[src/hdl/epic_pkg.sv]
package epic_pkg;

   localparam int TICK_W      = 24;
   localparam int GAIN_W      = 25;
   localparam int THRESH_W    = 16;
   localparam int CSR_INDEX_W = 3;
   localparam int CSR_DATA_W  = 25;

   localparam logic [TICK_W-1:0] TICK_MAX = {TICK_W{1'b1}};

   localparam logic [CSR_INDEX_W-1:0] CSR_FIRST_TICKS  = 3'd0;
   localparam logic [CSR_INDEX_W-1:0] CSR_FIRST_GAIN   = 3'd1;
   localparam logic [CSR_INDEX_W-1:0] CSR_SECOND_TICKS = 3'd2;
   localparam logic [CSR_INDEX_W-1:0] CSR_SECOND_GAIN  = 3'd3;
   localparam logic [CSR_INDEX_W-1:0] CSR_JUMP_THRESH  = 3'd4;

   localparam logic [TICK_W-1:0]   FIRST_TICKS_RST  = 24'd1000;
   localparam logic [GAIN_W-1:0]   FIRST_GAIN_RST   = 25'd16777;
   localparam logic [TICK_W-1:0]   SECOND_TICKS_RST = 24'd1000;
   localparam logic [GAIN_W-1:0]   SECOND_GAIN_RST  = 25'd16777;
   localparam logic [THRESH_W-1:0] JUMP_THRESH_RST  = 16'd1043;

   typedef enum logic [1:0] {
      PH_FIRST_AVG   = 2'd0,
      PH_JUMP_SEARCH = 2'd1,
      PH_SECOND_AVG  = 2'd2,
      PH_DONE        = 2'd3
   } phase_type;

endpackage

[src/hdl/encoder_pot_index_calibration.sv]
// pipeline: input stage, then result stage, which loads when the word advances
// throughput: one word per cycle while rsp_tready allows, held by the single
//   multiply-accumulate whose accumulator feeds back into the next word
// reset: synchronous, active high; clears phase, accumulators, tick counter,
//   jump reference and start position, and loads the register defaults
module encoder_pot_index_calibration
   import epic_pkg::*;
#(
   parameter int ANGLE_BITS     = 32,
   parameter int REV_BITS       = 16,
   parameter int GAIN_FRAC_BITS = 24
) (
   input  logic                   clock,
   input  logic                   reset,
   input  logic                   req_tvalid,
   output logic                   req_tready,
   // unwrapped_angle, raw_angle, pot_angle
   input  logic [((3 * ANGLE_BITS + 7) / 8) * 8 - 1:0] req_tdata,
   output logic                   rsp_tvalid,
   input  logic                   rsp_tready,
   // calibrated_angle, phase
   output logic [((ANGLE_BITS + 2 + 7) / 8) * 8 - 1:0] rsp_tdata,
   input  logic                   csr_valid,
   output logic                   csr_ready,
   input  logic [CSR_INDEX_W-1:0] csr_index,
   input  logic [CSR_DATA_W-1:0]  csr_data
);

   localparam int A      = ANGLE_BITS;
   localparam int F      = GAIN_FRAC_BITS;
   localparam int R      = REV_BITS;
   localparam int OUT_W  = ((ANGLE_BITS + 2 + 7) / 8) * 8;
   localparam int ACC_W  = A + F + 2;
   localparam int PROD_W = A + 1 + GAIN_W + 1;
   localparam int SUM_W  = ((ACC_W > PROD_W) ? ACC_W : PROD_W) + 1;
   localparam int SH     = R + F;
   localparam int V_W    = ((ACC_W > SH + 1) ? ACC_W : SH + 1) + 2;
   localparam int S_W    = ((A > R + 1) ? A : R + 1) + 1;
   localparam int R1_W   = V_W - SH;
   localparam int R2_W   = S_W - R;
   localparam int D_W    = ((R1_W > R2_W) ? R1_W : R2_W) + 1;
   localparam int Q_W    = D_W + SH;

   localparam logic signed [ACC_W-1:0] ACC_MAX = {1'b0, {(ACC_W - 1){1'b1}}};
   localparam logic signed [ACC_W-1:0] ACC_MIN = {1'b1, {(ACC_W - 1){1'b0}}};
   localparam logic signed [A-1:0]     ANG_MAX = {1'b0, {(A - 1){1'b1}}};
   localparam logic signed [A-1:0]     ANG_MIN = {1'b1, {(A - 1){1'b0}}};
   localparam logic signed [V_W-1:0]   HALF_V  = {{(V_W - 1){1'b0}}, 1'b1} << (SH - 1);
   localparam logic signed [S_W-1:0]   HALF_S  = {{(S_W - 1){1'b0}}, 1'b1} << (R - 1);

   // configuration
   logic [TICK_W-1:0]   first_ticks_ff, second_ticks_ff;
   logic [GAIN_W-1:0]   first_gain_ff, second_gain_ff;
   logic [THRESH_W-1:0] jump_thresh_ff;

   // calibration state
   phase_type              phase_ff, phase_in;
   logic signed [ACC_W-1:0] offset_ff, offset_in;
   logic signed [ACC_W-1:0] second_acc_ff, second_acc_in;
   logic [TICK_W-1:0]       tick_ff, tick_in;
   logic signed [A-1:0]     start_ff, start_in;
   logic signed [A:0]       ref_ff, ref_in;

   // input and result stages
   logic                in_valid_ff;
   logic signed [A-1:0] in_unw_ff, in_raw_ff, in_pot_ff;
   logic                out_valid_ff;
   logic [A-1:0]        out_cal_ff;
   phase_type           out_phase_ff;
   logic                advance;

   // datapath
   logic signed [A:0]        diff;
   logic [GAIN_W-1:0]        gain_sel;
   logic signed [PROD_W-1:0] prod;
   logic signed [ACC_W-1:0]  acc_sel;
   logic signed [SUM_W-1:0]  acc_sum;
   logic [SUM_W-ACC_W:0]     acc_top;
   logic signed [ACC_W-1:0]  acc_sat;
   logic signed [A+2:0]      cal_sum;
   logic [3:0]               cal_top;
   logic signed [A-1:0]      cal;
   logic signed [A:0]        rel;
   logic signed [A+1:0]      jd;
   logic [A+1:0]             jd_abs;
   logic                     jump;
   logic [TICK_W:0]          elapsed;
   logic                     second_done;
   logic signed [V_W-1:0]    v;
   logic signed [S_W-1:0]    s2;
   logic signed [D_W-1:0]    dq;
   logic signed [Q_W-1:0]    q;
   logic [Q_W-ACC_W:0]       q_top;
   logic signed [ACC_W-1:0]  q_sat;

   assign advance    = in_valid_ff && (!out_valid_ff || rsp_tready);
   assign req_tready = !in_valid_ff || advance;
   assign csr_ready  = 1'b1;
   assign rsp_tvalid = out_valid_ff;
   assign rsp_tdata  = OUT_W'({out_phase_ff, out_cal_ff});

   always_ff @(posedge clock) begin
      if (reset) begin
         first_ticks_ff  <= FIRST_TICKS_RST;
         first_gain_ff   <= FIRST_GAIN_RST;
         second_ticks_ff <= SECOND_TICKS_RST;
         second_gain_ff  <= SECOND_GAIN_RST;
         jump_thresh_ff  <= JUMP_THRESH_RST;
      end else if (csr_valid && csr_ready) begin
         case (csr_index)
            CSR_FIRST_TICKS:  first_ticks_ff  <= TICK_W'(csr_data);
            CSR_FIRST_GAIN:   first_gain_ff   <= GAIN_W'(csr_data);
            CSR_SECOND_TICKS: second_ticks_ff <= TICK_W'(csr_data);
            CSR_SECOND_GAIN:  second_gain_ff  <= GAIN_W'(csr_data);
            CSR_JUMP_THRESH:  jump_thresh_ff  <= THRESH_W'(csr_data);
            default: begin
            end
         endcase
      end
   end

   always_ff @(posedge clock) begin
      if (reset) begin
         in_valid_ff <= 1'b0;
      end else if (req_tvalid && req_tready) begin
         in_valid_ff <= 1'b1;
      end else if (advance) begin
         in_valid_ff <= 1'b0;
      end
      if (req_tvalid && req_tready) begin
         in_unw_ff <= $signed(req_tdata[A-1:0]);
         in_raw_ff <= $signed(req_tdata[2*A-1:A]);
         in_pot_ff <= $signed(req_tdata[3*A-1:2*A]);
      end
   end

   always_ff @(posedge clock) begin
      if (reset) begin
         out_valid_ff <= 1'b0;
      end else if (advance) begin
         out_valid_ff <= 1'b1;
      end else if (rsp_tready) begin
         out_valid_ff <= 1'b0;
      end
      if (advance) begin
         out_cal_ff   <= cal;
         out_phase_ff <= phase_ff;
      end
   end

   // shared multiply-accumulate
   always_comb begin
      diff     = (A + 1)'(in_pot_ff) - (A + 1)'(in_unw_ff);
      gain_sel = (phase_ff == PH_SECOND_AVG) ? second_gain_ff : first_gain_ff;
      prod     = PROD_W'(diff) * PROD_W'($signed({1'b0, gain_sel}));
      acc_sel  = (phase_ff == PH_SECOND_AVG) ? second_acc_ff : offset_ff;
      acc_sum  = SUM_W'(acc_sel) + SUM_W'(prod);
      acc_top  = acc_sum[SUM_W-1:ACC_W-1];
      if (&acc_top || ~|acc_top) begin
         acc_sat = acc_sum[ACC_W-1:0];
      end else if (acc_sum[SUM_W-1]) begin
         acc_sat = ACC_MIN;
      end else begin
         acc_sat = ACC_MAX;
      end
   end

   // calibrated angle from the offset held before this word
   always_comb begin
      cal_sum = (A + 3)'(in_unw_ff) + (A + 3)'($signed(offset_ff[ACC_W-1:F]));
      cal_top = cal_sum[A+2:A-1];
      if (&cal_top || ~|cal_top) begin
         cal = cal_sum[A-1:0];
      end else if (cal_sum[A+2]) begin
         cal = ANG_MIN;
      end else begin
         cal = ANG_MAX;
      end
   end

   // jump search and end of second window
   always_comb begin
      rel         = (A + 1)'(in_raw_ff) - (A + 1)'(in_unw_ff);
      jd          = (A + 2)'(rel) - (A + 2)'(ref_ff);
      jd_abs      = jd[A+1] ? (A + 2)'(-jd) : (A + 2)'(jd);
      jump        = jd_abs > (A + 2)'(jump_thresh_ff);
      elapsed     = {1'b0, tick_ff} + (TICK_W + 1)'(1);
      second_done = elapsed > {1'b0, second_ticks_ff};
   end

   // whole-revolution offset, rounding half up
   always_comb begin
      v     = V_W'(second_acc_ff) + (V_W'(start_ff) <<< F) + HALF_V;
      s2    = S_W'(start_ff) + HALF_S;
      dq    = D_W'($signed(v[V_W-1:SH])) - D_W'($signed(s2[S_W-1:R]));
      q     = $signed({dq, {SH{1'b0}}});
      q_top = q[Q_W-1:ACC_W-1];
      if (&q_top || ~|q_top) begin
         q_sat = q[ACC_W-1:0];
      end else if (q[Q_W-1]) begin
         q_sat = ACC_MIN;
      end else begin
         q_sat = ACC_MAX;
      end
   end

   always_comb begin
      phase_in      = phase_ff;
      offset_in     = offset_ff;
      second_acc_in = second_acc_ff;
      tick_in       = tick_ff;
      start_in      = start_ff;
      ref_in        = ref_ff;
      if (advance) begin
         case (phase_ff)
            PH_FIRST_AVG: begin
               if (tick_ff >= first_ticks_ff) begin
                  ref_in   = rel;
                  phase_in = PH_JUMP_SEARCH;
               end else begin
                  offset_in = acc_sat;
               end
               if (tick_ff != TICK_MAX) begin
                  tick_in = tick_ff + TICK_W'(1);
               end
            end
            PH_JUMP_SEARCH: begin
               if (jump) begin
                  start_in = in_unw_ff;
                  tick_in  = '0;
                  phase_in = PH_SECOND_AVG;
               end
            end
            PH_SECOND_AVG: begin
               if (second_done) begin
                  offset_in = q_sat;
                  phase_in  = PH_DONE;
               end else begin
                  second_acc_in = acc_sat;
                  tick_in       = elapsed[TICK_W-1:0];
               end
            end
            default: begin
            end
         endcase
      end
   end

   always_ff @(posedge clock) begin
      if (reset) begin
         phase_ff      <= PH_FIRST_AVG;
         offset_ff     <= '0;
         second_acc_ff <= '0;
         tick_ff       <= '0;
         start_ff      <= '0;
         ref_ff        <= '0;
      end else begin
         phase_ff      <= phase_in;
         offset_ff     <= offset_in;
         second_acc_ff <= second_acc_in;
         tick_ff       <= tick_in;
         start_ff      <= start_in;
         ref_ff        <= ref_in;
      end
   end

   a_phase_forward : assert property (@(posedge clock) disable iff (reset)
      advance |=> (phase_ff == $past(phase_ff))
                  || (2'(phase_ff) == 2'(2'($past(phase_ff)) + 2'd1)))
      else $error("phase moved other than one step forward");

   a_phase_held : assert property (@(posedge clock) disable iff (reset)
      !advance |=> $stable(phase_ff) && $stable(offset_ff))
      else $error("calibration state changed without a word");

   a_done_offset : assert property (@(posedge clock) disable iff (reset)
      (phase_ff == PH_DONE) |=> $stable(offset_ff) && (phase_ff == PH_DONE))
      else $error("offset changed after calibration finished");

   a_result_source : assert property (@(posedge clock) disable iff (reset)
      $rose(out_valid_ff) |-> $past(in_valid_ff))
      else $error("result word appeared without an input word");

endmodule
[config.mk]
export PLATFORM = sky130hd
export DESIGN_NAME = encoder_pot_index_calibration
export DESIGN_NICKNAME = d
export VERILOG_FILES = /design/src/hdl/epic_pkg.sv /design/src/hdl/encoder_pot_index_calibration.sv
export SDC_FILE = /design/constraint.sdc
export NUM_CORES = 2
export LEC_CHECK = 0
export BUFFER_PORTS_ARGS = -buffer_cell sky130_fd_sc_hd__buf_2
export CORE_ASPECT_RATIO = 1.4
export CORE_MARGIN = 2
export CORE_UTILIZATION = 60
export CTS_BUF_LIST = sky130_fd_sc_hd__clkbuf_16
export CTS_CLUSTER_DIAMETER = 50
export DETAILED_ROUTE_END_ITERATION = 7
export GPL_TIMING_DRIVEN = 1
export MAX_ROUTING_LAYER = met4
export PLACE_DENSITY = 0.77
export SLEW_MARGIN = 40
export SYNTH_ARGS = -nofsm -noshare
export SYNTH_HDL_FRONTEND = slang
export SYNTH_SLANG_ARGS = --single-unit
[constraint.sdc]
create_clock -name clock -period 16.6 [get_ports clock]
set_input_delay 1.66 -clock clock [delete_from_list [all_inputs] [get_ports clock]]
set_output_delay 1.66 -clock clock [all_outputs]
set_load 0.01 [all_outputs]
## Word-level counts from Yosys, hierarchy flattened

Cells that the tools add are included.

- Flip-flop bits (word level): 453
- Logic and storage cells: 107
- Output and inout bits: 43
- Input port bits: 129

- Eq/ne operators: 13
- Multiply operators: 1
- Reductions and logical operators: 35
- Muxes and demuxes: 24
- $lt $le $gt $ge: 3
- Bitwise operators: 1
- Add/subtract/negate cells: 12

Operator list:

| operator | count |
|---|---|
| $mux W58 | 7 |
| $pmux W58 S2 | 1 |
| $mux W24 | 3 |
| $pmux W24 S3 | 1 |
| $sub A32 B32 Y33 | 2 |
| $mux W32 | 2 |
| $add A58 B59 Y60 | 1 |
| $add A59 B41 Y60 const B | 1 |
| $add A58 B56 Y59 | 1 |
| $mul A33 B26 Y59 | 1 |
| $add A32 B34 Y35 | 1 |
| $gt A34 B16 Y1 | 1 |
| $mux W34 | 1 |
| $neg A34 Y34 | 1 |
| $sub A33 B33 Y34 | 1 |
| $add A32 B17 Y33 const B | 1 |
| $add A24 B1 Y25 const B | 1 |
| $gt A25 B24 Y1 | 1 |
| $mux W25 | 1 |
| $add A24 B1 Y24 const B | 1 |
| $ge A24 B24 Y1 | 1 |
| $ne A24 B24 Y1 const B | 1 |
| $sub A20 B17 Y21 | 1 |
| $ne A2 B2 Y1 const B | 6 |
| other kinds (22) | 50 |

## Logic depth before layout (Yosys ltp)

- Word-level depth: 10
- Gate-level depth with buffers: 50

## Worst setup path before layout

Ideal clock, no wire load.

- Path type: reg-to-reg
- From: register in_unw_ff[2]
- To: register offset_ff[56]
- Setup time: 0.074 ns
- Data required time: 16.526 ns
- Period minus slack after synthesis: 11.564 ns
- Cell stages (with the launch flop): 47
- Path slack: 5.036 ns
- Data arrival time: 11.490 ns
- Path through: edfxtp_1 -> inv_1 -> ha_1 -> nor2b_1 -> o21ai_0 -> a21boi_0 -> o21ai_0 -> a21boi_0 -> o2111ai_1 -> a21oi_1 -> o41ai_1 -> o211ai_1 -> nand3_1 -> a41oi_1 -> o22ai_1 -> clkbuf_1 -> buf_1 -> nand2_1 -> (+11 left out) -> ha_1 -> a21o_1 -> o21bai_1 -> a21o_1 -> a21oi_1 -> nor2b_1 -> o21ai_0 -> nand2b_1 -> a2111oi_0 -> o31ai_1 -> a31oi_1 -> xor2_1 -> o21ai_1 -> and2_1 -> clkbuf_1 -> clkbuf_1 -> nand2_1 -> a31oi_1

- Longest elaborated chain between the ends: 9
- Elaborated cells on any way between the ends: 11

RTL lines:

| element | line | source |
|---|---|---|
| start: declaration | encoder_pot_index_calibration.sv:66 | `logic signed [A-1:0] in_unw_ff, in_raw_ff, in_pot_ff;` |
| start signal: assignment | encoder_pot_index_calibration.sv:131 | `in_unw_ff <= $signed(req_tdata[A-1:0]);` |
| $sub A32 B32 Y33 (*) | encoder_pot_index_calibration.sv:153 | `diff = (A + 1)'(in_pot_ff) - (A + 1)'(in_unw_ff);` |
| $mul A33 B26 Y59 (*) | encoder_pot_index_calibration.sv:155 | `prod = PROD_W'(diff) * PROD_W'($signed({1'b0, gain_sel}));` |
| $add A58 B59 Y60 (*) | encoder_pot_index_calibration.sv:157 | `acc_sum = SUM_W'(acc_sel) + SUM_W'(prod);` |
| $reduce_or A3 Y1 | encoder_pot_index_calibration.sv:159 | `if (&acc_top \|\| ~\|acc_top) begin` |
| $logic_not A1 Y1 | encoder_pot_index_calibration.sv:159 |  |
| $logic_or A1 B1 Y1 | encoder_pot_index_calibration.sv:159 |  |
| $mux W58 (*) | encoder_pot_index_calibration.sv:159 |  |
| $mux W58 (*) | encoder_pot_index_calibration.sv:217 | `if (tick_ff >= first_ticks_ff) begin` |
| $pmux W58 S2 (*) | encoder_pot_index_calibration.sv:215 | `case (phase_ff)` |
| end signal: assignment | encoder_pot_index_calibration.sv:259 | `offset_ff <= offset_in;` |
| end: declaration | encoder_pot_index_calibration.sv:58 | `logic signed [ACC_W-1:0] offset_ff, offset_in;` |

Every way passes the cells marked *; elsewhere a longest branch is shown, timed or not. The select of a mux whose other input is x is not followed.
A chain may end at the register's enable or synchronous reset.

## Worst setup path in the final report

- From: register in_unw_ff[2]
- To: register offset_ff[53]

The elaborated chain is that of the path after synthesis.

==> summary.txt <==
Clock network
  – CTS clk-pin slew, worst paths: 0.07 ns
  – Root buffer cell: clkbuf_16
  – CTS tree: done
  – H-tree Lvls: 2
  – TritonCTS buffer count: 44
  – CTS Sinks: 453
  – Hold Buf Count CTS: 0
  – Post-CTS resize count: 0
  – CTS Buffer Depth: 3
  – Setup bufs post-CTS: 0
  – Worst skew pair latency: 0.62 ns

Layout
  – Most frequent cells in the layout: 1195 x inv_1, 930 x fa_1, 817 x nand2_1
  – Share of cells above drive strength 1: 7.036%
  – Final core occ: 64.52%
  – Layout Nets: 8427
  – P&R area growth vs syn: 6.751%
  – Most common library cell in the layout ignoring fill and taps: inv_1
  – Fillers: 8123

Hold path
  – Hold Crit Class: reg2reg

Run status
  – Status: completed

Worst setup path
  – Biggest cell delay along the critical path: 0.75 ns
  – Setup CP Type: reg2reg
  – Reg-to-reg slack, setup: 3.32 ns
  – Worst-path maximum fanout: 54
  – Slowest CP cell: a2111oi_0
  – Worst setup EP type: register
  – Critical Path RT: 17.11 ns
  – Arrival time worst endpoint: 13.80 ns
  – Top cell by count, worst path: fa_1
  – Startpoint types: register

Logic synthesis
  – Synth async-reset ratio: 0%
  – Post-synth top area share: 30.93%
  – Post-synthesis cell area: 60190 um^2
  – Ranking of synthesized cells by area: fa_1 31%, dfxtp_1 11%, ha_1 9.7%
  – Ys flop type: dfxtp_1
  – Syn Inst Count: 6858
  – Post-synth EDFFs: 130
  – Seq cells post-synth: 453
  – Seq/Total Area, Yosys: 17.23%
  – Synth unique cells: 96
  – Largest area contributor in the netlist: fa_1
  – Yosys warns: 0
  – Post-synthesis average cell area: 8.777 um^2

Timing
  – Setup violators final: 0
  – Final setup TNS: 0 ns
  – Peak Freq: 75.28 MHz
  – Hold Vio Cnt, Final: 0
  – Slew of the pin with the lowest slew margin: 0.8818 ns
  – Minimum clock period: 13.28 ns
  – Slew Limit Fails: 0
  – Clock Skew: 0.04882 ns
  – Tcrit/Tclk final: 80.02%
  – Slew Limit Headroom: 41.00%
  – RSZ-0062 raised after global routing: no

Flow run
  – Max Cap Viol: 0

Global routing
  – First-pass GRT wire length: 277900 um
  – Pin count of the biggest net entering global routing: 75
  – GRT Total Usage: 36.17%
  – Antenna violations before repair: 9
  – Number of global-route vias before repair: 49770
  – GRT overflow: 0

Routing
  – WL final: 178300 um
  – Routed Antenna Nets: 0
  – Vias per cell: 5.908
  – WL per Instance: 21.57 um
  – Vias: 48830
  – Drt pass-1 iters: 6
  – 1st-iter DRT viols: 3984
  – DRC violations left: 0

Place
  – PortBufs: 164
  – Routability congestion estimate: 1.001
  – Dpl hpwl: 145600 um

Die
  – Core footprint: 99590 um^2
  – Die width: 271.7 um
  – Starting Density: 60.44%
  – Die height: 378.8 um
  – Total die area: 102900 um^2
  – Row count: 137
  – I/O Pins: 172
-- logic make-up (layout without fill, tap and decap cells) --
logic type / count (synthesis) / count (layout) / synth area share, %
flops: 453 / 453 / 17.23
compound gates: 1071 / 1071 / 11.18
xor+xnor: 290 / 290 / 4.220
fa+ha+maj: 1404 / 1404 / 40.76
mux: 169 / 169 / 2.918
simple gates: 2007 / 2007 / 14.42
other cells: 2 / 16 / 0.01248
buf+inv: 1462 / 1535 / 9.265
-- per-stage QoR --
stage	std cells	cell area (um^2)	setup WS, ns	hold slack [ns]
after floorplan	6863	60210	5.036	0.4329
after global placement	8172	62540	3.652	0.4405
after detailed placement	8174	62690	3.673	0.4469
after CTS	8256	64210	3.558	0.4563
after global routing	8264	64250	2.676	0.4772
final	8265	64260	3.317	0.4558
-- registers in the layout, indices dropped and copies added, names as in the netlist --
register	flops
second_ticks_ff	24
phase_ff	2
rsp_tvalid	1
in_valid_ff	1
start_ff	32
in_pot_ff	32
second_gain_ff	25
first_ticks_ff	24
out_phase_ff	2
second_acc_ff	58
in_unw_ff	32
offset_ff	58
jump_thresh_ff	16
ref_ff	33
tick_ff	24
first_gain_ff	25
out_cal_ff	32
in_raw_ff	32
-- final cells by class --
cell class,instances,area [um^2],area share (%)
flip-flops and latches,453,10370,16.14
clock inverters,34,316.6,0.4926
diodes,9,22.52,0.03505
multi-input cells,4948,44610,69.43
well taps,1320,1652,2.570
clock buffers,48,1201,1.869
inverters,1192,4474,6.963
repair buffers,261,1607,2.500
-- metal layers --
layer  track usage (%)  up-vias  part of all wire, %
met5                 -        -                    0
met4             18.15        0                  6.0
met3             5.839      506                  8.7
met2             58.29     2159                   47
met1             44.32    24240                   38
li1                  -    21930                    -
-- worst paths after layout --
| path | endpoint | start | cells past startpoint |
|---|---|---|---|
| min reg2reg | jump_thresh_ff[7] | jump_thresh_ff[7] | 2 |
| min | jump_thresh_ff[7] | jump_thresh_ff[7] | 2 |
| max | offset_ff[53] | in_unw_ff[2] | 44 |
| max reg2reg | offset_ff[53] | in_unw_ff[2] | 44 |
-- cell usage after synthesis, drive strengths merged, types with 36 or more instances --
master and n:
o21a 36, nand2b 76, ha 468, a21oi 365, nor2 705, o211ai 36, nor2b 41, a21o 123
a31oi 41, o21ai 240, xor2 99, clkbuf 235, nand3 97, xnor2 191, mux2i 117, mux2 52
nand2 818, dfxtp 323, and3 45, nor3 58, fa 930, a211oi 68, edfxtp 130, inv 1192
-- worst max-delay path, delay by kind of cell (launching register included) --
family	cells	cell delay (ns)
AND/OR/NAND/NOR	4	1.01
flip-flops	1	0.42
XOR/XNOR	2	0.35
adder cells (fa/ha/maj)	9	4.24
AO/OA/AOI/OAI	22	5.92
buffers and inverters	7	1.19
Power is not shown: default switching activity piles up to over one toggle a cycle in this logic, so the estimate is an artifact.
